File: src/rtl/cnv3_pkg.sv
`default_nettype none

package cnv3_pkg;

    localparam int MAX_LINE  = 1024;
    localparam int COL_W     = $clog2(MAX_LINE);
    localparam int NUM_CH    = 3;
    localparam int KROWS     = 3;
    localparam int NUM_CELLS = 3;
    localparam int PIX_W     = 8;
    localparam int TAP_W     = 8;
    localparam int PROD_W    = PIX_W + TAP_W + 1;
    localparam int PSUM_W    = PROD_W + 2;
    localparam int SUM_W     = PSUM_W + 2;
    localparam int SCALE_W   = 16;
    localparam int MUL_W     = SUM_W + SCALE_W + 1;
    localparam int T_W       = MUL_W + 1;
    localparam int FRAC_W    = 19;
    localparam int OFFSET_W  = 9;
    localparam int WIDTH_W   = 11;
    localparam int CFG_W     = 24;
    localparam int CFG_IDX_W = 3;
    localparam int OUT_DEPTH = 4;
    localparam int PTR_W     = $clog2(OUT_DEPTH);
    localparam int CNT_W     = $clog2(OUT_DEPTH + 1);

    // register indexes
    localparam logic [CFG_IDX_W-1:0] CFG_IMAGE_WIDTH   = 3'd0;
    localparam logic [CFG_IDX_W-1:0] CFG_KERNEL_TOP    = 3'd1;
    localparam logic [CFG_IDX_W-1:0] CFG_KERNEL_MIDDLE = 3'd2;
    localparam logic [CFG_IDX_W-1:0] CFG_KERNEL_BOTTOM = 3'd3;
    localparam logic [CFG_IDX_W-1:0] CFG_SCALE_FACTOR  = 3'd4;
    localparam logic [CFG_IDX_W-1:0] CFG_RESULT_OFFSET = 3'd5;

    // row phase codes
    localparam logic [1:0] PHASE_FIRST  = 2'd0;
    localparam logic [1:0] PHASE_SECOND = 2'd1;
    localparam logic [1:0] PHASE_LATER  = 2'd2;

    typedef struct packed {
        logic             kind;
        logic [PIX_W-1:0] red_in;
        logic [PIX_W-1:0] green_in;
        logic [PIX_W-1:0] blue_in;
    } in_t;

    typedef struct packed {
        logic [PIX_W-1:0] red_out;
        logic [PIX_W-1:0] green_out;
        logic [PIX_W-1:0] blue_out;
        logic             last_of_run;
        logic             frame_done;
    } out_t;

    // channel 0 red, 1 green, 2 blue
    typedef logic [NUM_CH-1:0][PIX_W-1:0] pix_t;
    // row 0 top, 1 middle, 2 bottom
    typedef pix_t [KROWS-1:0] col_t;
    typedef logic [KROWS-1:0][TAP_W-1:0] tapcol_t;
    typedef logic [NUM_CH-1:0][PSUM_W-1:0] psum_t;

    typedef struct packed {
        pix_t upper;
        pix_t lower;
    } line_entry_t;

    typedef struct packed {
        logic last_of_run;
        logic frame_done;
    } tok_t;

    function automatic logic signed [PSUM_W-1:0] tap_mul(
        input logic [TAP_W-1:0] tap,
        input logic [PIX_W-1:0] px
    );
        logic signed [PROD_W-1:0] p;
        p = $signed(tap) * $signed({1'b0, px});
        return PSUM_W'(p);
    endfunction

endpackage

`default_nettype wire

File: src/rtl/cnv3_out_fifo.sv
`default_nettype none

module cnv3_out_fifo (
    input  wire logic                         aclk,
    input  wire logic                         aresetn,
    input  wire logic                         push,
    input  wire cnv3_pkg::out_t               push_data,
    output logic                              m_valid,
    input  wire logic                         m_ready,
    output cnv3_pkg::out_t                    m_data,
    output logic [cnv3_pkg::CNT_W-1:0]        count
);

    cnv3_pkg::out_t                 entry_reg [cnv3_pkg::OUT_DEPTH];
    logic [cnv3_pkg::PTR_W-1:0]     wr_ptr_reg;
    logic [cnv3_pkg::PTR_W-1:0]     wr_ptr_next;
    logic [cnv3_pkg::PTR_W-1:0]     rd_ptr_reg;
    logic [cnv3_pkg::PTR_W-1:0]     rd_ptr_next;
    logic [cnv3_pkg::CNT_W-1:0]     count_reg;
    logic [cnv3_pkg::CNT_W-1:0]     count_next;
    logic                           pop;

    assign pop = m_valid && m_ready;

    always_comb begin
        wr_ptr_next = push ? wr_ptr_reg + 1'b1 : wr_ptr_reg;
        rd_ptr_next = pop ? rd_ptr_reg + 1'b1 : rd_ptr_reg;
        count_next  = count_reg;
        if (push && !pop) begin
            count_next = count_reg + 1'b1;
        end else if (pop && !push) begin
            count_next = count_reg - 1'b1;
        end
    end

    always_ff @(posedge aclk) begin
        if (!aresetn) begin
            wr_ptr_reg <= '0;
            rd_ptr_reg <= '0;
            count_reg  <= '0;
        end else begin
            wr_ptr_reg <= wr_ptr_next;
            rd_ptr_reg <= rd_ptr_next;
            count_reg  <= count_next;
        end
    end

    always_ff @(posedge aclk) begin
        if (push) begin
            entry_reg[wr_ptr_reg] <= push_data;
        end
    end

    assign m_valid = (count_reg != '0);
    assign m_data  = entry_reg[rd_ptr_reg];
    assign count   = count_reg;

endmodule

`default_nettype wire

File: config.mk
export PLATFORM = sky130hd
export DESIGN_NAME = cnv3_out_fifo
export DESIGN_NICKNAME = d
export VERILOG_FILES = /design/src/rtl/cnv3_pkg.sv /design/src/rtl/cnv3_out_fifo.sv
export SDC_FILE = /design/constraint.sdc
export NUM_CORES = 1
export LEC_CHECK = 0
export BUFFER_PORTS_ARGS = -buffer_cell sky130_fd_sc_hd__buf_2
export CORE_AREA = 5 5 108 85
export DETAILED_ROUTE_END_ITERATION = 6
export DIE_AREA = 0 0 113 90
export GPL_TIMING_DRIVEN = 0
export PLACE_DENSITY = 0.86
export SLEW_MARGIN = 20
export SYNTH_ARGS = -nofsm -noshare
export SYNTH_HDL_FRONTEND = slang
export SYNTH_SLANG_ARGS = --single-unit
File: constraint.sdc
create_clock -name aclk -period 5.4 [get_ports aclk]
set_clock_uncertainty 0.2 [all_clocks]
set_input_delay 1.08 -clock aclk [delete_from_list [all_inputs] [get_ports aclk]]
set_output_delay 1.08 -clock aclk [all_outputs]
set_load 0.02 [all_outputs]
======== After elaboration in Yosys (flattened, before gate mapping) ========
Memories as Yosys holds them, arrays and structs flattened. A register that Yosys moved wholly into a read port is not among the register bits.
Cells that the tools add are included.
Widths: inputs -> output; s select.
cells by class
  muxes and demuxes ....................... 6
  reduce and logical (&&, ||, !) cells .... 7
  $add $sub $neg .......................... 4
operators by type and width
  operator             number
  $mux 3               2
  $add 2x1->2 const B  2
  $mux 2               2
  $add 3x1->3 const B  1
  $logic_and 1x1->1    3
  $reduce_bool 3->1    1
  $sub 3x1->3 const B  1
  $logic_not 1->1      2
  $mux 1               2
  $reduce_bool 2->1    1
storage, ports and cells
  memories kept ........................... 1
  input bits .............................. 30
  register bits after elaboration ......... 7
  bits in writable memories ............... 104
  word-level logic and storage cells ...... 21
  output and inout port bits .............. 30
memory list
  memory     words  bits a word  rd ports  clocked after Yosys merged registers in  write ports  RTL line             source
  entry_reg  4      26           1         1                                        1            cnv3_out_fifo.sv:14  cnv3_pkg::out_t entry_reg [cnv3_pkg::OUT_DEPTH];

======== Longest topological paths before layout ========
  depth in word-level cells ............... 5
  depth in mapped cells ................... 7
  depth with buffers taken out ............ 7

======== Worst setup path after synthesis ========
OpenSTA, ideal clock, no wires.
  path kind ............................... in2reg
  start ................................... input port m_ready
  end ..................................... register count_reg (netlist bit count[2])
  buffers on the path ..................... 0
  required time ........................... 5124 ps
  arrival time ............................ 2343 ps
  setup time .............................. 76 ps
  stages .................................. 7
  slack ................................... 2781 ps
  path through ............................ o31ai_4 > ha_1 > inv_1 > fa_1 > xor2_1 > or3_1 > a21boi_0
between the ends
  word-level cells in the longest chain between the ends .. 4
  elaborated cells between the ends (all ways) .. 6
  classes of those cells .................. 1 x mux; 5 x reduce/logical
RTL lines
  what                                                RTL line             source
  start: declaration                                  cnv3_out_fifo.sv:9   input wire logic m_ready,
  $logic_and 1x1->1 (*)                               cnv3_out_fifo.sv:23  assign pop = m_valid && m_ready;
  $logic_not 1->1                                     cnv3_out_fifo.sv:29  if (push && !pop) begin
  $logic_and 1x1->1                                   cnv3_out_fifo.sv:29
  $mux 3 / $reduce_bool 2->1 (equally long branches)  n/a
  end signal: assignment                              cnv3_out_fifo.sv:44  count_reg <= count_next;
  end: declaration                                    cnv3_out_fifo.sv:19  logic [cnv3_pkg::CNT_W-1:0] count_reg;
Mark *: on every way between the ends. The rest lies on a longest branch, timed or not.
A chain may end at the register's enable or synchronous reset.

==> flow_summary.toml <==
[hold_path]
hp-class = "flop to flop"
holdPathStages = 2

[worst_setup_path]
cp.depth = 4
cp_max_fo = 10
cp_slowest_cell = "mux4_2"
r2r_cells = 7
cp.required_ps = 4120
path_delay_family = "buffers and inverters"
crit_arrival_ps = 1890
max_stage_delay_ps = 350
path_class = "flop to output port"
cp-end-kind = "output port"
startpoint_type = "flop"
cp.buffers_inverters = 3
path_cells = "clkbuf_2 -> buf_2 -> mux4_2 -> buf_2"
path_common_cell = "buf_2"

[final_layout]
layoutNonFillerInstCount = 377
fin_nets = 292
drive_above_1_share_pct = 45.0
largest_reg_flops = 104
syn_to_final_growth_pct = 24.4
diodes = 0
design_area_um2 = 5310
fillCellCount = 549

[die]
die_area_um2 = 10200
start_util_pct = 52.7
fp.dieW_um = 113
pin_count = 60
rows = 29
die_h_um = 90
coreArea_um2 = 8090

[synth]
synth_most_common_cell = "edfxtp_1"
synth_commonest_cells = "edfxtp_1, mux4_2, and2_1, dfxtp_1, mux4_1"
synth-adder-area-share_pct = 1.94
synthXorXnorAreaFrac_pct = 1.03
yosysUniqueCellTypes = 21
synth_edf_count = 104
syn-mean-instance-area_um2 = 24.0
synth_seq_cells = 113
synth_compound_area_share_pct = 1.17
ys_warn_count = 0
synthMuxAreaShare_pct = 14.7
ys.flop_type = "edfxtp_1"
synth_area_leaders = "edfxtp_1, mux4_2, dfxtp_1, mux4_1, ha_1"
synth_largest_area_cell = "edfxtp_1"
synth-simple-area-share_pct = 1.91
async_flop_share_pct = 0
synthCells = 178
synth_top_family_by_area = "multiplexers"
synth_top_area_share_pct = 73.2
yosysSeqAreaShare_pct = 77.4
synth.net_count = 214
syn_area_um2 = 4270

[placement]
hpwl_mm = 4.41
placed_cells = 345
gp_congestion = 0.698
place_area_um2 = 4700
port_buffers = 59

[detailed_routing]
wl_per_cell_um = 19.1
routed_wl_mm = 7.21
vias = 2007
ant_nets = 0
drt_iter0_drc = 96
drc = 0
firstDrtPassIters = 5
viasPerCell = 5.32

[power]
powerDensity_nw_per_um2 = 518
switchingPower_mw = 0.712
clock_power_share_pct = 40.5
p_sw_share_pct = 25.9
combPwrFrac_pct = 21.3
internal_power_mw = 2.04
p_leak_nw = 1.87
power_frac_seq_pct = 38.1
ir_drop_uv = 306

[sta]
rsz0062_at_grt = "false"
fin_crit_sh_pct = 58.7
drv_slew = 0
worstMarginPinSlew_ps = 725
timing.setup.tns_ps = 0
period_needed_ps = 3170
hold_viol = 0
setup_viol = 0
max_freq_mhz = 316
holdWs_ps = 368
slew_headroom_pct = 51.6

[cts]
cts_setup_buffers = 0
h-tree-depth = 4
root_buffer = "clkbuf_8"
clock_latency_ps = 510
cts_hold_buf = 0
clockBufferDepth = 2
cts_tree = "yes"
cts_resized = 0
clk_pin_slew_worst_paths_ps = 50
cts_buffers = 17
cts_sinks = 113

[flow_run]
cap_viol_max_count = 0

[grt]
overflow = 0
antenna_found_initial = 0
grt_pass1_vias = 2118
grt_pass1_wl_mm = 11.1
track_usage_pct = 15.2
grt_max_degree = 27

[outcome]
status = "complete, no violations"
routing by layer:
| metal | part of all wire (%) | global-route usage, % | vias up | routed length [um] |
|---|---|---|---|---|
| met2 | 52 | 23.3 | 73 | 3750 |
| met5 | 0 | 0 | - | 0 |
| met4 | 0.76 | 6.91 | 0 | 55 |
| met3 | 7.0 | 6.64 | 7 | 507 |
| li1 | - | - | 900 | - |
| met1 | 40 | 18.6 | 1027 | 2890 |
cell families after synthesis:
logic type,Yosys count
AOI/OAI and AO/OA,4
buffers and inverters,9
adders and majority gates,6
and+or+nand+nor,13
muxes,28
xor gates and xnor gates,5
DFF,113
area by class of cell:
class                      instances  area (um^2)  share of cell area, %
clock inverter                    15          193                   3.63
buffer                             6         66.3                   1.25
sequential                       113         3300                   62.2
multi-input combinational         56          891                   16.8
clock buffer                      17          414                   7.80
tap                              108          135                   2.55
inverter                           3         11.3                  0.212
timing repair buffer              59          295                   5.56
layout by cell type (no fill, tap or decap), drive strengths merged:
cell	instances
clkinvlp	5
clkinv	6
or3	2
inv	3
ha	5
xnor2	3
and2	9
mux2i	2
mux4	26
a21boi	1
bufinv	4
fa	1
buf	64
o311ai	1
nor2b	2
o31ai	1
xor2	2
clkbuf	18
edfxtp	104
dfxtp	9
o21ai	1
power groups by stage:
stage               Combinational, mW  Sequential [mW]  Clock, mW
finish                          0.586             1.05       1.11
global route                    0.628             1.05       1.18
CTS                             0.600             1.05       1.13
detailed placement              0.598             1.07          0
global placement                0.585             1.06          0
floorplan                       0.426             1.07          0
path summary, 6_finish.rpt:
| check | slack [ps] | from | end |
|---|---|---|---|
| min reg2reg | 370 | wr_ptr_reg[1] | wr_ptr_reg[1] |
| max reg2reg | 3130 | count[1] | count[2] |
| min | 370 | wr_ptr_reg[1] | wr_ptr_reg[1] |
| max | 2230 | flop | m_data[14] |
metrics by stage:
stage               setup slack, ps  utilization (%)  power [mW]
global placement               2490             58.0        1.65
floorplan                      2780                -        1.50
CTS                            2190             65.6        2.78
finish                         2230             65.6        2.75
detailed placement             2570             58.1        1.66
global route                   2110             65.6        2.86
worst reg2reg max path, cell delays in order, from the launching register on:
cell,delay [ps]
dfxtp_1,390
o31ai_4,310
ha_1,230
inv_1,60
fa_1,370
xor2_1,170
or3_1,310
a21boi_0,150
No activity file was read; power rests on OpenSTA's default activity.
