File: config.mk
export PLATFORM = sky130hd
export DESIGN_NAME = cnv3_cell
export DESIGN_NICKNAME = d
export VERILOG_FILES = /design/src/rtl/cnv3_pkg.sv /design/src/rtl/cnv3_cell.sv
export SDC_FILE = /design/constraint.sdc
export NUM_CORES = 2
export LEC_CHECK = 0
export ABC_AREA = 1
export BUFFER_PORTS_ARGS = -buffer_cell sky130_fd_sc_hd__buf_4
export CORE_ASPECT_RATIO = 1.4
export CORE_UTILIZATION = 52
export DETAILED_ROUTE_END_ITERATION = 10
export GPL_ROUTABILITY_DRIVEN = 0
export PLACE_DENSITY = 0.7
export SLEW_MARGIN = 15
export SYNTH_ARGS = -nofsm -noshare
export SYNTH_HDL_FRONTEND = slang
export SYNTH_SLANG_ARGS = --single-unit
File: constraint.sdc
create_clock -name aclk -period 8.1 [get_ports aclk]
set_input_delay 1.62 -clock aclk [delete_from_list [all_inputs] [get_ports aclk]]
set_output_delay 1.62 -clock aclk [all_outputs]
set_load 0.03 [all_outputs]
File: src/rtl/cnv3_pkg.sv
`default_nettype none

package cnv3_pkg;

    localparam int MAX_LINE  = 1024;
    localparam int COL_W     = $clog2(MAX_LINE);
    localparam int NUM_CH    = 3;
    localparam int KROWS     = 3;
    localparam int NUM_CELLS = 3;
    localparam int PIX_W     = 8;
    localparam int TAP_W     = 8;
    localparam int PROD_W    = PIX_W + TAP_W + 1;
    localparam int PSUM_W    = PROD_W + 2;
    localparam int SUM_W     = PSUM_W + 2;
    localparam int SCALE_W   = 16;
    localparam int MUL_W     = SUM_W + SCALE_W + 1;
    localparam int T_W       = MUL_W + 1;
    localparam int FRAC_W    = 19;
    localparam int OFFSET_W  = 9;
    localparam int WIDTH_W   = 11;
    localparam int CFG_W     = 24;
    localparam int CFG_IDX_W = 3;
    localparam int OUT_DEPTH = 4;
    localparam int PTR_W     = $clog2(OUT_DEPTH);
    localparam int CNT_W     = $clog2(OUT_DEPTH + 1);

    // register indexes
    localparam logic [CFG_IDX_W-1:0] CFG_IMAGE_WIDTH   = 3'd0;
    localparam logic [CFG_IDX_W-1:0] CFG_KERNEL_TOP    = 3'd1;
    localparam logic [CFG_IDX_W-1:0] CFG_KERNEL_MIDDLE = 3'd2;
    localparam logic [CFG_IDX_W-1:0] CFG_KERNEL_BOTTOM = 3'd3;
    localparam logic [CFG_IDX_W-1:0] CFG_SCALE_FACTOR  = 3'd4;
    localparam logic [CFG_IDX_W-1:0] CFG_RESULT_OFFSET = 3'd5;

    // row phase codes
    localparam logic [1:0] PHASE_FIRST  = 2'd0;
    localparam logic [1:0] PHASE_SECOND = 2'd1;
    localparam logic [1:0] PHASE_LATER  = 2'd2;

    typedef struct packed {
        logic             kind;
        logic [PIX_W-1:0] red_in;
        logic [PIX_W-1:0] green_in;
        logic [PIX_W-1:0] blue_in;
    } in_t;

    typedef struct packed {
        logic [PIX_W-1:0] red_out;
        logic [PIX_W-1:0] green_out;
        logic [PIX_W-1:0] blue_out;
        logic             last_of_run;
        logic             frame_done;
    } out_t;

    // channel 0 red, 1 green, 2 blue
    typedef logic [NUM_CH-1:0][PIX_W-1:0] pix_t;
    // row 0 top, 1 middle, 2 bottom
    typedef pix_t [KROWS-1:0] col_t;
    typedef logic [KROWS-1:0][TAP_W-1:0] tapcol_t;
    typedef logic [NUM_CH-1:0][PSUM_W-1:0] psum_t;

    typedef struct packed {
        pix_t upper;
        pix_t lower;
    } line_entry_t;

    typedef struct packed {
        logic last_of_run;
        logic frame_done;
    } tok_t;

    function automatic logic signed [PSUM_W-1:0] tap_mul(
        input logic [TAP_W-1:0] tap,
        input logic [PIX_W-1:0] px
    );
        logic signed [PROD_W-1:0] p;
        p = $signed(tap) * $signed({1'b0, px});
        return PSUM_W'(p);
    endfunction

endpackage

`default_nettype wire

File: src/rtl/cnv3_cell.sv
`default_nettype none

// One window column: holds three pixels and forms their weighted sum per channel.
module cnv3_cell (
    input  wire logic              aclk,
    input  wire logic              aresetn,
    input  wire logic              shift_en,
    input  wire cnv3_pkg::col_t    col_in,
    input  wire cnv3_pkg::tapcol_t taps,
    output cnv3_pkg::col_t         col_out,
    output cnv3_pkg::psum_t        psum
);

    cnv3_pkg::col_t  col_reg;
    cnv3_pkg::col_t  col_next;
    cnv3_pkg::psum_t psum_reg;
    cnv3_pkg::psum_t psum_next;

    always_comb begin
        col_next = shift_en ? col_in : col_reg;
    end

    always_comb begin
        for (int ch = 0; ch < cnv3_pkg::NUM_CH; ch++) begin
            psum_next[ch] = '0;
            for (int k = 0; k < cnv3_pkg::KROWS; k++) begin
                psum_next[ch] = psum_next[ch] + cnv3_pkg::tap_mul(taps[k], col_reg[k][ch]);
            end
        end
    end

    always_ff @(posedge aclk) begin
        if (!aresetn) begin
            col_reg <= '0;
        end else begin
            col_reg <= col_next;
        end
    end

    always_ff @(posedge aclk) begin
        psum_reg <= psum_next;
    end

    assign col_out = col_reg;
    assign psum    = psum_reg;

endmodule

`default_nettype wire

* After elaboration in Yosys (flattened, before gate mapping)
Index checks and enable logic that the tools add are counted.
Cells by class: $add $sub $neg 6, $mul 9
Operator list (number):
- $mul 8x9->17 | 9
- $add 18x17->19 | 3
- $add 17x17->18 | 3
Word-level totals: flip-flop bits (word level) 129, bits of input ports 99, output and inout bits 129, word-level logic and storage cells 27

* Logic depth before layout (Yosys ltp)
depth after elaboration 3, gate-level depth with buffers 28

* Worst setup path before layout
OpenSTA, ideal clock, no wires.
path kind in2reg, start input taps[3] (netlist name), end register psum_reg, in the netlist psum[37], library setup time 0.112 ns, arrival time 6.590 ns, path slack 1.398 ns, cell stages on the path 22, path through clkbuf_1 -> nand2_1 -> fa_1 -> inv_1 -> fa_1 -> inv_1 -> fa_1 -> fa_1 -> inv_1 -> fa_1 -> inv_1 -> fa_1 -> inv_1 -> fa_1 -> ha_1 -> or2_1 -> nand3_1 -> nand2_2 -> nand2_1 -> nand2_1 -> nand2_1 -> nand2_1
RTL lines:
- start: declaration | RTL line cnv3_cell.sv:9 | input wire cnv3_pkg::tapcol_t taps,
- end signal: assignment | RTL line cnv3_cell.sv:41 | psum_reg <= psum_next;
- end: declaration | RTL line cnv3_cell.sv:16 | cnv3_pkg::psum_t psum_reg;

==> results_tabular.tex <==
\begin{tabular}{lr}
\hline
Metric & Value \\
\hline
\multicolumn{2}{l}{\textbf{Yosys}} \\
Post-Synth XOR/XNOR Area & 0.902\% \\
Mean cell area of the mapped netlist & 7.77 sq um \\
Count of cell types in the netlist & 27 \\
Post-Synth Adder-Cell Area & 53.5\% \\
Proportion of synthesized area in mux cells & 0\% \\
Top-area cell type share of the netlist area & 37.9\% \\
Simple logic cell fraction of the synthesized area & 15.7\% \\
Cell types with the largest area share after synthesis & sky130\_fd\_sc\_hd\_\_fa\_1, sky130\_fd\_sc\_hd\_\_inv\_1, sky130\_fd\_sc\_hd\_\_ha\_1, sky130\_fd\_sc\_hd\_\_nand2\_1, sky130\_fd\_sc\_hd\_\_dfxtp\_1 \\
Area fraction in compound gates after synthesis & 2.10\% \\
Synthesized cell area & 26200 sq um \\
Post-synthesis sequential area ratio & 9.85\% \\
Largest area contributor in the synthesized netlist & sky130\_fd\_sc\_hd\_\_fa\_1 \\
Total number of yosys warnings & 0 \\
Syn Nets & 4298 \\
Gate count after technology mapping & 3376 \\
Number of register bits inferred by synthesis & 129 \\
Main combinational cell family by area after synthesis & adder cells \\
\multicolumn{2}{l}{\textbf{Worst setup path}} \\
Type of the setup path with the least slack & input port to flop \\
Critical Path, Cell by Cell & buf\_4 > inv\_1 > buf\_4 > or2\_2 > fa\_1 > inv\_1 > fa\_1 > inv\_1 > fa\_1 > inv\_1 > fa\_1 > fa\_1 > fa\_1 > inv\_1 > fa\_1 > inv\_1 > ha\_1 > nand2\_1 > inv\_1 > nand2\_1 > nor3\_1 > nand2\_1 > nand3\_1 > nand2\_1 \\
Category of the worst setup path capture point & flop \\
Highest net fanout along the worst path & 20 \\
Crit path launch type & input port \\
Critical Path Slowest Stage Cell & sky130\_fd\_sc\_hd\_\_fa\_1 \\
Delay of the slowest cell on the worst path & 0.50 ns \\
Worst endpoint required time & 8.48 ns \\
Worst Path Arrival & 7.20 ns \\
\multicolumn{2}{l}{\textbf{Finish}} \\
Nets & 4409 \\
Cell area after layout & 28800 sq um \\
Utilization after layout & 57.8\% \\
Flip-flop count of the largest register after layout & 72 \\
Layout cells sized above 1 & 8.63\% \\
Most frequent cells in the layout & sky130\_fd\_sc\_hd\_\_inv\_1, sky130\_fd\_sc\_hd\_\_nand2\_1, sky130\_fd\_sc\_hd\_\_fa\_1 \\
Post-synthesis to final-layout area growth & 9.96\% \\
Most common cell after layout, fill and taps aside & sky130\_fd\_sc\_hd\_\_inv\_1 \\
\multicolumn{2}{l}{\textbf{Timing}} \\
Setup repair after global routing missed its margin & false \\
Summed negative setup slack over all endpoints & 0 ns \\
Minimum period implied by the final worst setup slack & 6.82 ns \\
Worst Clk Skew & 0.0111 ns \\
Transition at the pin with the smallest max-transition slack & 0.813 ns \\
Hold violation count in the final report & 0 \\
Remaining max-slew budget at the tightest pin & 45.8\% \\
Final count of pins violating max slew & 0 \\
Tcrit/Tclk final & 84.2\% \\
Final setup violation count & 0 \\
Timing-limited maximum frequency & 147 MHz \\
\multicolumn{2}{l}{\textbf{Clock tree}} \\
Sink Count & 129 \\
Number of buffers inserted during clock tree synthesis & 17 \\
CTS resizes & 0 \\
Buffer levels on the longest clock path & 2 \\
CTS root buffer & sky130\_fd\_sc\_hd\_\_clkbuf\_16 \\
Number of hold-repair buffers added at the cts stage & 0 \\
Post-CTS setup buffers & 0 \\
Worst skew pair latency & 0.48 ns \\
Clock transition at path regs & 0.07 ns \\
H-tree levels & 4 \\
CTS tree & yes \\
\multicolumn{2}{l}{\textbf{Die}} \\
DIE AREA & 51300 sq um \\
Floorplan core area & 49900 sq um \\
Starting utilization of the core area & 52.6\% \\
Chip height & 268 microns \\
Row cnt & 97 \\
Die span in x & 192 microns \\
I/O pin count & 228 \\
\multicolumn{2}{l}{\textbf{Global routing}} \\
Antenna violations before repair & 0 \\
Congestion Overflow GR & 0 \\
First-pass GRT wire length & 108 mm \\
Vias in the first global route & 21621 \\
Pin count of the biggest net entering global routing & 73 \\
Tot GR Track Use & 27.8\% \\
\multicolumn{2}{l}{\textbf{Drt}} \\
Wire length reported by the detailed router & 66.5 mm \\
Via density per instance & 4.93 \\
Total via count after detailed routing & 20414 \\
Post-detailed-route count of antenna-violating nets & 0 \\
Number of iterations in the first detailed-routing pass & 7 \\
Number of design rule violations left after detail routing & 0 \\
Wire per inst & 16.1 microns \\
Drt first-iter violations & 944 \\
\multicolumn{2}{l}{\textbf{Outcome}} \\
Run status & completed \\
\multicolumn{2}{l}{\textbf{Flow run}} \\
Max Cap Violations & 0 \\
\multicolumn{2}{l}{\textbf{Placed design}} \\
HPWL after DPL & 53.3 mm \\
Count of input and output buffers & 227 \\
Cell Area, Placed & 28200 sq um \\
\multicolumn{2}{l}{\textbf{Hold path}} \\
Worst min-delay path category & flop to flop \\
\hline
\end{tabular}
[stage by stage]
stage	hold WS [ns]	instances	setup WS [ns]
floorplan	0.831	3376	1.40
global placement	0.693	4111	0.864
detailed placement	0.703	4111	0.831
CTS	0.712	4142	1.33
global route	0.738	4142	0.956
finish	0.714	4143	1.28
[final cells by class]
type | count | area (sq um)
clock inverters | 9 | 134
fillers | 4537 | 21100
inverters | 1110 | 4170
repair buffers | 235 | 1760
diodes | 1 | 2.50
multi-input cells | 1994 | 18900
clock buffers | 22 | 454
flip-flops and latches | 129 | 2580
well taps | 643 | 805
[cell families after synthesis]
logic type                 Yosys count
xor gates and xnor gates            27
DFF                                129
adders and majority gates          823
buffers and inverters             1253
AOI/OAI and AO/OA                  108
and+or+nand+nor                   1036
[path summary, 6_finish.rpt]
kind,slack (ns),cells after the start,startpoint,end
worst max-delay path,1.28,24,taps[15],psum[54]
worst min-delay path,0.71,2,col_out[15],col_out[15]
worst max register to register,2.21,22,col_out[6],psum[14]
worst min register to register,0.71,2,col_out[15],col_out[15]
[cell usage after synthesis]
cell type,count
sky130_fd_sc_hd__buf_2,8
sky130_fd_sc_hd__and2_1,5
sky130_fd_sc_hd__inv_2,5
sky130_fd_sc_hd__a21oi_2,1
sky130_fd_sc_hd__ha_1,327
sky130_fd_sc_hd__fa_1,496
sky130_fd_sc_hd__nor3_2,6
sky130_fd_sc_hd__nand3_1,49
sky130_fd_sc_hd__nand4_1,6
sky130_fd_sc_hd__clkbuf_1,130
sky130_fd_sc_hd__clkbuf_2,1
sky130_fd_sc_hd__nand2_1,715
sky130_fd_sc_hd__a21oi_1,29
sky130_fd_sc_hd__dfxtp_1,129
sky130_fd_sc_hd__o21ai_0,75
sky130_fd_sc_hd__nor2_1,218
sky130_fd_sc_hd__o21bai_1,3
sky130_fd_sc_hd__nor3_1,2
sky130_fd_sc_hd__buf_1,4
sky130_fd_sc_hd__or2_1,2
sky130_fd_sc_hd__inv_1,1105
sky130_fd_sc_hd__and2_0,1
sky130_fd_sc_hd__or2_2,24
sky130_fd_sc_hd__nand3b_1,4
sky130_fd_sc_hd__xor2_1,18
sky130_fd_sc_hd__xnor2_1,9
sky130_fd_sc_hd__nand2_2,4
[metal layers]
metal  track usage [%]  up-vias  part of all wire, %
li1                  -     9647                    -
met1              31.1    10028                   38
met2              51.4      586                   53
met3              3.71      153                  4.8
met4              13.0        0                  4.5
met5                 0        -                    0
[critical path: cells and delay by family]
family / cells / cell delay [ns]
adders and majority gates: 8 / 3.69
buffers and inverters: 9 / 1.03
and+or+nand+nor: 7 / 0.85
Power is left out: the tool's default activity adds up to more than one toggle a clock period on the data nets, which glitch-free logic cannot reach.
