<file path="src/rtl/cnv3_pkg.sv">
`default_nettype none

package cnv3_pkg;

    localparam int MAX_LINE  = 1024;
    localparam int COL_W     = $clog2(MAX_LINE);
    localparam int NUM_CH    = 3;
    localparam int KROWS     = 3;
    localparam int NUM_CELLS = 3;
    localparam int PIX_W     = 8;
    localparam int TAP_W     = 8;
    localparam int PROD_W    = PIX_W + TAP_W + 1;
    localparam int PSUM_W    = PROD_W + 2;
    localparam int SUM_W     = PSUM_W + 2;
    localparam int SCALE_W   = 16;
    localparam int MUL_W     = SUM_W + SCALE_W + 1;
    localparam int T_W       = MUL_W + 1;
    localparam int FRAC_W    = 19;
    localparam int OFFSET_W  = 9;
    localparam int WIDTH_W   = 11;
    localparam int CFG_W     = 24;
    localparam int CFG_IDX_W = 3;
    localparam int OUT_DEPTH = 4;
    localparam int PTR_W     = $clog2(OUT_DEPTH);
    localparam int CNT_W     = $clog2(OUT_DEPTH + 1);

    // register indexes
    localparam logic [CFG_IDX_W-1:0] CFG_IMAGE_WIDTH   = 3'd0;
    localparam logic [CFG_IDX_W-1:0] CFG_KERNEL_TOP    = 3'd1;
    localparam logic [CFG_IDX_W-1:0] CFG_KERNEL_MIDDLE = 3'd2;
    localparam logic [CFG_IDX_W-1:0] CFG_KERNEL_BOTTOM = 3'd3;
    localparam logic [CFG_IDX_W-1:0] CFG_SCALE_FACTOR  = 3'd4;
    localparam logic [CFG_IDX_W-1:0] CFG_RESULT_OFFSET = 3'd5;

    // row phase codes
    localparam logic [1:0] PHASE_FIRST  = 2'd0;
    localparam logic [1:0] PHASE_SECOND = 2'd1;
    localparam logic [1:0] PHASE_LATER  = 2'd2;

    typedef struct packed {
        logic             kind;
        logic [PIX_W-1:0] red_in;
        logic [PIX_W-1:0] green_in;
        logic [PIX_W-1:0] blue_in;
    } in_t;

    typedef struct packed {
        logic [PIX_W-1:0] red_out;
        logic [PIX_W-1:0] green_out;
        logic [PIX_W-1:0] blue_out;
        logic             last_of_run;
        logic             frame_done;
    } out_t;

    // channel 0 red, 1 green, 2 blue
    typedef logic [NUM_CH-1:0][PIX_W-1:0] pix_t;
    // row 0 top, 1 middle, 2 bottom
    typedef pix_t [KROWS-1:0] col_t;
    typedef logic [KROWS-1:0][TAP_W-1:0] tapcol_t;
    typedef logic [NUM_CH-1:0][PSUM_W-1:0] psum_t;

    typedef struct packed {
        pix_t upper;
        pix_t lower;
    } line_entry_t;

    typedef struct packed {
        logic last_of_run;
        logic frame_done;
    } tok_t;

    function automatic logic signed [PSUM_W-1:0] tap_mul(
        input logic [TAP_W-1:0] tap,
        input logic [PIX_W-1:0] px
    );
        logic signed [PROD_W-1:0] p;
        p = $signed(tap) * $signed({1'b0, px});
        return PSUM_W'(p);
    endfunction

endpackage

`default_nettype wire

</file>
<file path="src/rtl/cnv3_scale.sv">
`default_nettype none

// Adds the column sums, applies the reciprocal scale, offset, rounding and clamp.
module cnv3_scale (
    input  wire logic                              aclk,
    input  wire logic                              aresetn,
    input  wire logic                              in_valid,
    input  wire cnv3_pkg::tok_t                    in_tok,
    input  wire cnv3_pkg::psum_t                   psum [cnv3_pkg::NUM_CELLS],
    input  wire logic [cnv3_pkg::SCALE_W-1:0]      scale,
    input  wire logic [cnv3_pkg::OFFSET_W-1:0]     offset,
    output logic                                   out_valid,
    output cnv3_pkg::out_t                         out_data
);

    localparam logic [cnv3_pkg::T_W-1:0] ROUND_HALF =
        cnv3_pkg::T_W'(1) << (cnv3_pkg::FRAC_W - 1);
    localparam int HI_LSB = cnv3_pkg::FRAC_W + cnv3_pkg::PIX_W;

    logic signed [cnv3_pkg::SUM_W-1:0] sum_reg  [cnv3_pkg::NUM_CH];
    logic signed [cnv3_pkg::SUM_W-1:0] sum_next [cnv3_pkg::NUM_CH];
    logic signed [cnv3_pkg::MUL_W-1:0] prod_reg [cnv3_pkg::NUM_CH];
    logic        s1_valid_reg;
    logic        s2_valid_reg;
    cnv3_pkg::tok_t s1_tok_reg;
    cnv3_pkg::tok_t s2_tok_reg;
    logic [cnv3_pkg::PIX_W-1:0] res [cnv3_pkg::NUM_CH];

    always_comb begin
        for (int ch = 0; ch < cnv3_pkg::NUM_CH; ch++) begin
            sum_next[ch] = '0;
            for (int i = 0; i < cnv3_pkg::NUM_CELLS; i++) begin
                sum_next[ch] = sum_next[ch] + cnv3_pkg::SUM_W'($signed(psum[i][ch]));
            end
        end
    end

    always_ff @(posedge aclk) begin
        for (int ch = 0; ch < cnv3_pkg::NUM_CH; ch++) begin
            sum_reg[ch]  <= sum_next[ch];
            prod_reg[ch] <= sum_reg[ch] * $signed({1'b0, scale});
        end
        s1_tok_reg <= in_tok;
        s2_tok_reg <= s1_tok_reg;
    end

    always_ff @(posedge aclk) begin
        if (!aresetn) begin
            s1_valid_reg <= 1'b0;
            s2_valid_reg <= 1'b0;
        end else begin
            s1_valid_reg <= in_valid;
            s2_valid_reg <= s1_valid_reg;
        end
    end

    // t is in units of 2^-19 pixel; round half up, then clamp to 0..255
    always_comb begin
        logic [cnv3_pkg::T_W-1:0] t;
        for (int ch = 0; ch < cnv3_pkg::NUM_CH; ch++) begin
            t = cnv3_pkg::T_W'(prod_reg[ch])
                + (cnv3_pkg::T_W'($signed(offset)) << cnv3_pkg::FRAC_W)
                + ROUND_HALF;
            if (t[cnv3_pkg::T_W-1]) begin
                res[ch] = '0;
            end else if (|t[cnv3_pkg::T_W-2:HI_LSB]) begin
                res[ch] = '1;
            end else begin
                res[ch] = t[HI_LSB-1:cnv3_pkg::FRAC_W];
            end
        end
    end

    always_comb begin
        out_data.red_out     = res[0];
        out_data.green_out   = res[1];
        out_data.blue_out    = res[2];
        out_data.last_of_run = s2_tok_reg.last_of_run;
        out_data.frame_done  = s2_tok_reg.frame_done;
    end

    assign out_valid = s2_valid_reg;

endmodule

`default_nettype wire

</file>
<file path="config.mk">
export PLATFORM = sky130hd
export DESIGN_NAME = cnv3_scale
export DESIGN_NICKNAME = d
export VERILOG_FILES = /design/src/rtl/cnv3_pkg.sv /design/src/rtl/cnv3_scale.sv
export SDC_FILE = /design/constraint.sdc
export NUM_CORES = 2
export LEC_CHECK = 0
export BUFFER_PORTS_ARGS = -buffer_cell sky130_fd_sc_hd__buf_4
export CAP_MARGIN = 25
export CORE_AREA = 5 5 294 296
export DETAILED_ROUTE_END_ITERATION = 16
export DIE_AREA = 0 0 299 301
export HOLD_SLACK_MARGIN = 0.1
export PLACE_DENSITY = 0.75
export SETUP_SLACK_MARGIN = 0.5
export SLEW_MARGIN = 20
export SYNTH_ARGS = -nofsm -noshare
export SYNTH_HDL_FRONTEND = slang
export SYNTH_SLANG_ARGS = --single-unit
</file>
<file path="constraint.sdc">
create_clock -name aclk -period 8.9 [get_ports aclk]
set_input_delay 0 -clock aclk [delete_from_list [all_inputs] [get_ports aclk]]
set_output_delay 0 -clock aclk [all_outputs]
set_load 0.02 [all_outputs]
</file>
== Yosys cells after proc, flatten, opt, wreduce, memory -nomap -nowiden ==
Memories as Yosys holds them, arrays and structs flattened.
Cells that the tools add are included.
W data, S select, Z words.
Storage, ports and cells
  register bits after elaboration: 6
  input port bits: 201
  output and inout port bits: 27
  memories kept: 2
  RAM bits: 177
  ROM bits: 0
  bits in latches: 0
  word-level logic and storage cells: 32
Memory list
  prod_reg: words 3, width 38, read ports 3, clocked after memory_dff 0, write ports 3, RTL line cnv3_scale.sv:22  | logic signed [cnv3_pkg::MUL_W-1:0] prod_reg [cnv3_pkg::NUM_CH];
  sum_reg: words 3, width 21, read ports 3, clocked after memory_dff 0, write ports 3, RTL line cnv3_scale.sv:20  | logic signed [cnv3_pkg::SUM_W-1:0] sum_reg [cnv3_pkg::NUM_CH];
Operators by class
  reductions and logical operators: 3
  muxes and demuxes: 6
  $add $sub $neg: 12
  multipliers: 3
  $lt $le $gt $ge: 0
  shift-type cells: 0
  divide/modulo/power cells: 0
  equal/unequal tests: 0
  bitwise logic cells: 0
Operator list (count)
  $add A38 B28 Y39: 3
  $add A39 B19 Y39 const B: 3
  $mul A21 B17 Y38: 3
  $add A20 B19 Y21: 3
  $add A19 B19 Y20: 3
  $mux W8: 6
  $reduce_or A11 Y1: 3

== Logic depth before layout (Yosys ltp) ==
  depth in word-level cells: 5
  mapped depth: 27
  mapped depth without buffers: 25

== Worst setup path before layout ==
Ideal clock, no wire load.
  path kind: reg-to-reg
  start: mem sum_reg[0][49] (netlist name)
  end: mem prod_reg[0][113] (netlist name)
  setup time: 0.072 ns
  setup slack: 2.628 ns
  data required time: 8.828 ns
  stages on the path, launching flop included: 25
  arrival time: 6.200 ns
  buffers on the path: 1
  clock period less this slack: 6.272 ns
  cells stage by stage: dfxtp_1 > clkbuf_1 > nand2_1 > fa_1 > inv_1 > fa_1 > inv_1 > fa_1 > inv_1 > fa_1 > fa_1 > inv_1 > fa_1 > inv_1 > ha_1 > a211o_1 > or3_1 > o211a_1 > o2111ai_2 > a31oi_1 > o21ai_2 > a31oi_1 > a211o_1 > a21oi_1 > xor2_1
RTL lines (RTL line)
  start, declared: cnv3_scale.sv:20
  end, declared: cnv3_scale.sv:22

==> summary.md <==
| Metric | Value |
|---|---|
| Drt initial violations | `1,933` |
| Number of routed nets with antenna violations | `0` |
| Clk slew on worst S/H paths | `0.07 ns` |
| # resized after CTS | `0` |
| R2R depth | `21` |
| Slowest CP cell | `dfxtp_1` |
| Crit path from | `sum_reg[0][16]` |
| Max reg flops | `63` |
| Mean post-synth cell area | `~9.1 sq um` |
| Final HPWL DP | `between 80,000 and 90,000 um` |
| Hold Slack | `0.123 ns` |
| Final Wtd Congestion | `0.881` |
| Largest net degree at the start of global routing | `64` |
| Distinct cells, synth | `80` |
| Setup TNS | `0 ns` |
| Status | `finished clean` |
| Initial Util | `53.8%` |
| FF-to-FF End | `prod_reg[0][37]` |
| WL final | `108,000 um` |
| Max-capacitance violation count | `0` |
| Global-route wire length before repair | `183,000 um` |
| Worst Tran Pin Value | `0.876 ns` |
| Final count of negative-setup-slack endpoints | `0` |
| Cell Area, Synth | `~0.045 sq mm` |
| CTS Buf Count | `17` |
| DR pass1 iterations | `5` |
| Vert. Die Dim | `301 um` |
| Critical path launch point type | `flop` |
| Drt via density | `5.32` |
| CTS Sinks | `roughly 130` |
| Final worst-path cycle share | `77.1%` |
| Unrepaired setup endpoints after global routing | `false` |
| Total grt overflow | `0` |
| Total Routing Usage GR | `about a quarter` |
| Final min period | `just under 7 ns` |
| R2R Path Start | `sum_reg[0][16]` |
| Fraction of layout cells with a size suffix above 1 | `under 10%` |
| Root buf cell | `clkbuf_16` |
| Max-slew violations | `0` |
| Clock latency at the later pin of the worst-skew pair | `0.50 ns` |
| Post-Route Skew | `0.0266 ns` |
| Seq/Total Area, Yosys | `under 10%` |
| Area Overhead vs Synth | `9.10%` |
| R2R Setup Slk | `2.04 ns` |
| Max frequency | `0.146 GHz` |
| Yosys warning count | `0` |
| Ys async rst share | `0%` |
| WS Path Type | `flop to flop` |
| # hold bufs at CTS | `104` |
| Mapped Cells | `roughly 4,900` |
| Initial antenna violation count | `3` |
| Worst setup path end | `prod_reg[0][37]` |
| Fin. Hold Viols | `0` |
| Crit-path cells | `nand2_1 -> fa_1 -> fa_1 -> fa_1 -> inv_1 -> fa_1 -> fa_1 -> inv_1 -> fa_1 -> inv_1 -> ha_1 -> a21o_1 -> a21oi_1 -> o21ai_0 -> a31oi_1 -> a21oi_2 -> a311oi_4 -> a21o_4 -> a311oi_4 -> or4_1 -> nand3_1` |
| WL/cell | `17.4 um` |
| Crit-path max cell delay | `0.76 ns` |
| Core area | `roughly 0.083 sq mm` |
| Die area | `0.0900 sq mm` |
| Final core utilization | `between 50% and 60%` |
| CTS tree | `built` |
| Worst Path Required | `9.32 ns` |
| Vias | `roughly 33,000` |
| DRC Markers | `0` |
| Number of global-route vias before repair | `37,281` |
| NumNets Final | `6,776` |
| Top FF cell, synth | `dfxtp_1` |
| Hold crit path type | `primary input to flop` |
| Port Buf Inserts | `227` |
| # Post-CTS Setup Buffers | `0` |
| Slew HR | `41.6%` |
| Number of flops mapped to enable cells by yosys | `0` |
| Cell mode on critical path | `fa_1` |
| Critical Path Fanout Max | `16` |
| Arr. time, crit path | `7.28 ns` |
| CP Capture Type | `flop` |
| Die X | `299 um` |
| Number of core rows | `106` |
| Clk buf depth | `2` |
| Flops & latches, synth | `approximately 130` |
| H-tree levels | `4` |
| Antenna diodes | `0` |
| Num ports | `228` |
| Mapped Nets | `around 6,600` |
==> per-layer routing <==
layer | share of wire [%] | track usage, %
met5 | 0.012 | 0
met2 | 50 | 45.0
met1 | 39 | 30.9
met4 | 3.9 | 9.36
met3 | 6.4 | 4.03
==> worst max-delay path: cells and delay by family (launching register included) <==
kind / cells / cell delay (ns)
adders and majority gates: 7 / 3.43
and+or+nand+nor: 3 / 0.70
buffers and inverters: 3 / 0.15
DFF: 1 / 0.76
AOI/OAI and AO/OA: 8 / 1.75
==> worst min path at each step <==
| stage | start | to | slack [ns] | depth (start not counted) |
|---|---|---|---|---|
| after global routing | in_tok[1] | s1_tok_reg[1] | 0.14 | 2 |
| final | psum[73] | sum_reg[0][16] | 0.12 | 4 |
| after floorplan | in_tok[0] | s1_tok_reg[0] | 0.03 | 0 |
| after global placement | in_tok[1] | s1_tok_reg[1] | 0.11 | 1 |
| after detailed placement | in_tok[1] | s1_tok_reg[1] | 0.11 | 1 |
| after CTS | psum[166] | sum_reg[0][56] | 0.10 | 4 |
==> logic make-up (layout without fill, tap and decap cells) <==
family	after synthesis	in the layout	share of synthesized area, %
compound gates	419	419	6.24
xor+xnor	155	155	3.03
flops	129	129	5.77
fa+ha+maj	1455	1455	58.5
buf+inv	1448	1641	12.1
simple gates	1328	1328	14.2
mux	5	5	0.115
==> area by class of cell <==
cell class | count | area, sq um
fill | 7191 | 34400
multi-input combinational | 3362 | 36800
timing repair buffer | 336 | 2780
clock inverter | 11 | 128
tap | 1080 | 1350
clock buffer | 20 | 467
inverter | 1274 | 4780
sequential | 129 | 2580
==> cell usage in the layout, fill, tap and decap left out, types with 5 or more instances in the layout <==
master	instances
a2111oi_0	8
a211oi_1	13
a21boi_0	6
a21o_1	44
a21oi_1	132
a31oi_1	27
and2_1	400
and3_1	16
buf_4	232
clkbuf_16	17
dfxtp_1	129
dlygate4sd3_1	104
fa_1	1062
ha_1	393
inv_1	1274
nand2_1	669
nand2b_1	29
nand3_1	30
nand3b_1	5
nand4_1	8
nor2_1	87
nor2b_1	23
nor3_1	36
o2111ai_1	5
o211ai_1	7
o21a_1	21
o21ai_0	54
o21ai_1	15
o21bai_1	9
o22ai_1	7
o31ai_1	8
or3_1	9
xnor2_1	101
xor2_1	54
==> per-stage QoR <==
stage                     cell area (sq um)  worst slack, ns  instances
after floorplan                       44800             2.63       4939
final                                 48900             2.04       6212
after global placement                47200             2.23       6077
after detailed placement              47200             2.16       6077
after global routing                  48900             1.75       6212
after CTS                             48900             2.12       6212
==> synth_stat cells (all sizes together) (5+ instances only) <==
| library cell | n | area (sq um) |
|---|---|---|
| nor2b | 23 | 144 |
| nand4 | 9 | 62.6 |
| nor2 | 87 | 327 |
| a21o | 46 | 354 |
| a211oi | 13 | 97.6 |
| o21ai | 70 | 354 |
| ha | 393 | 4920 |
| and3 | 16 | 100 |
| a31oi | 27 | 169 |
| xnor2 | 101 | 885 |
| o211ai | 7 | 52.6 |
| a21oi | 136 | 696 |
| nand2b | 29 | 181 |
| o2111ai | 6 | 58.8 |
| dfxtp | 129 | 2580 |
| a2111oi | 11 | 110 |
| xor2 | 54 | 473 |
| nand3b | 5 | 37.5 |
| fa | 1062 | 21300 |
| nand2 | 669 | 2510 |
| or3 | 9 | 56.3 |
| nor3 | 36 | 180 |
| clkbuf | 174 | 653 |
| inv | 1274 | 4780 |
| o21a | 21 | 158 |
| o21bai | 9 | 67.6 |
| nand3 | 30 | 150 |
| a21boi | 10 | 75.1 |
| o22ai | 7 | 43.8 |
| o31ai | 10 | 85.1 |
| and2 | 401 | 2510 |
Power is left out: the tool's default activity adds up to more than one toggle a clock period on the data nets, which glitch-free logic cannot reach.
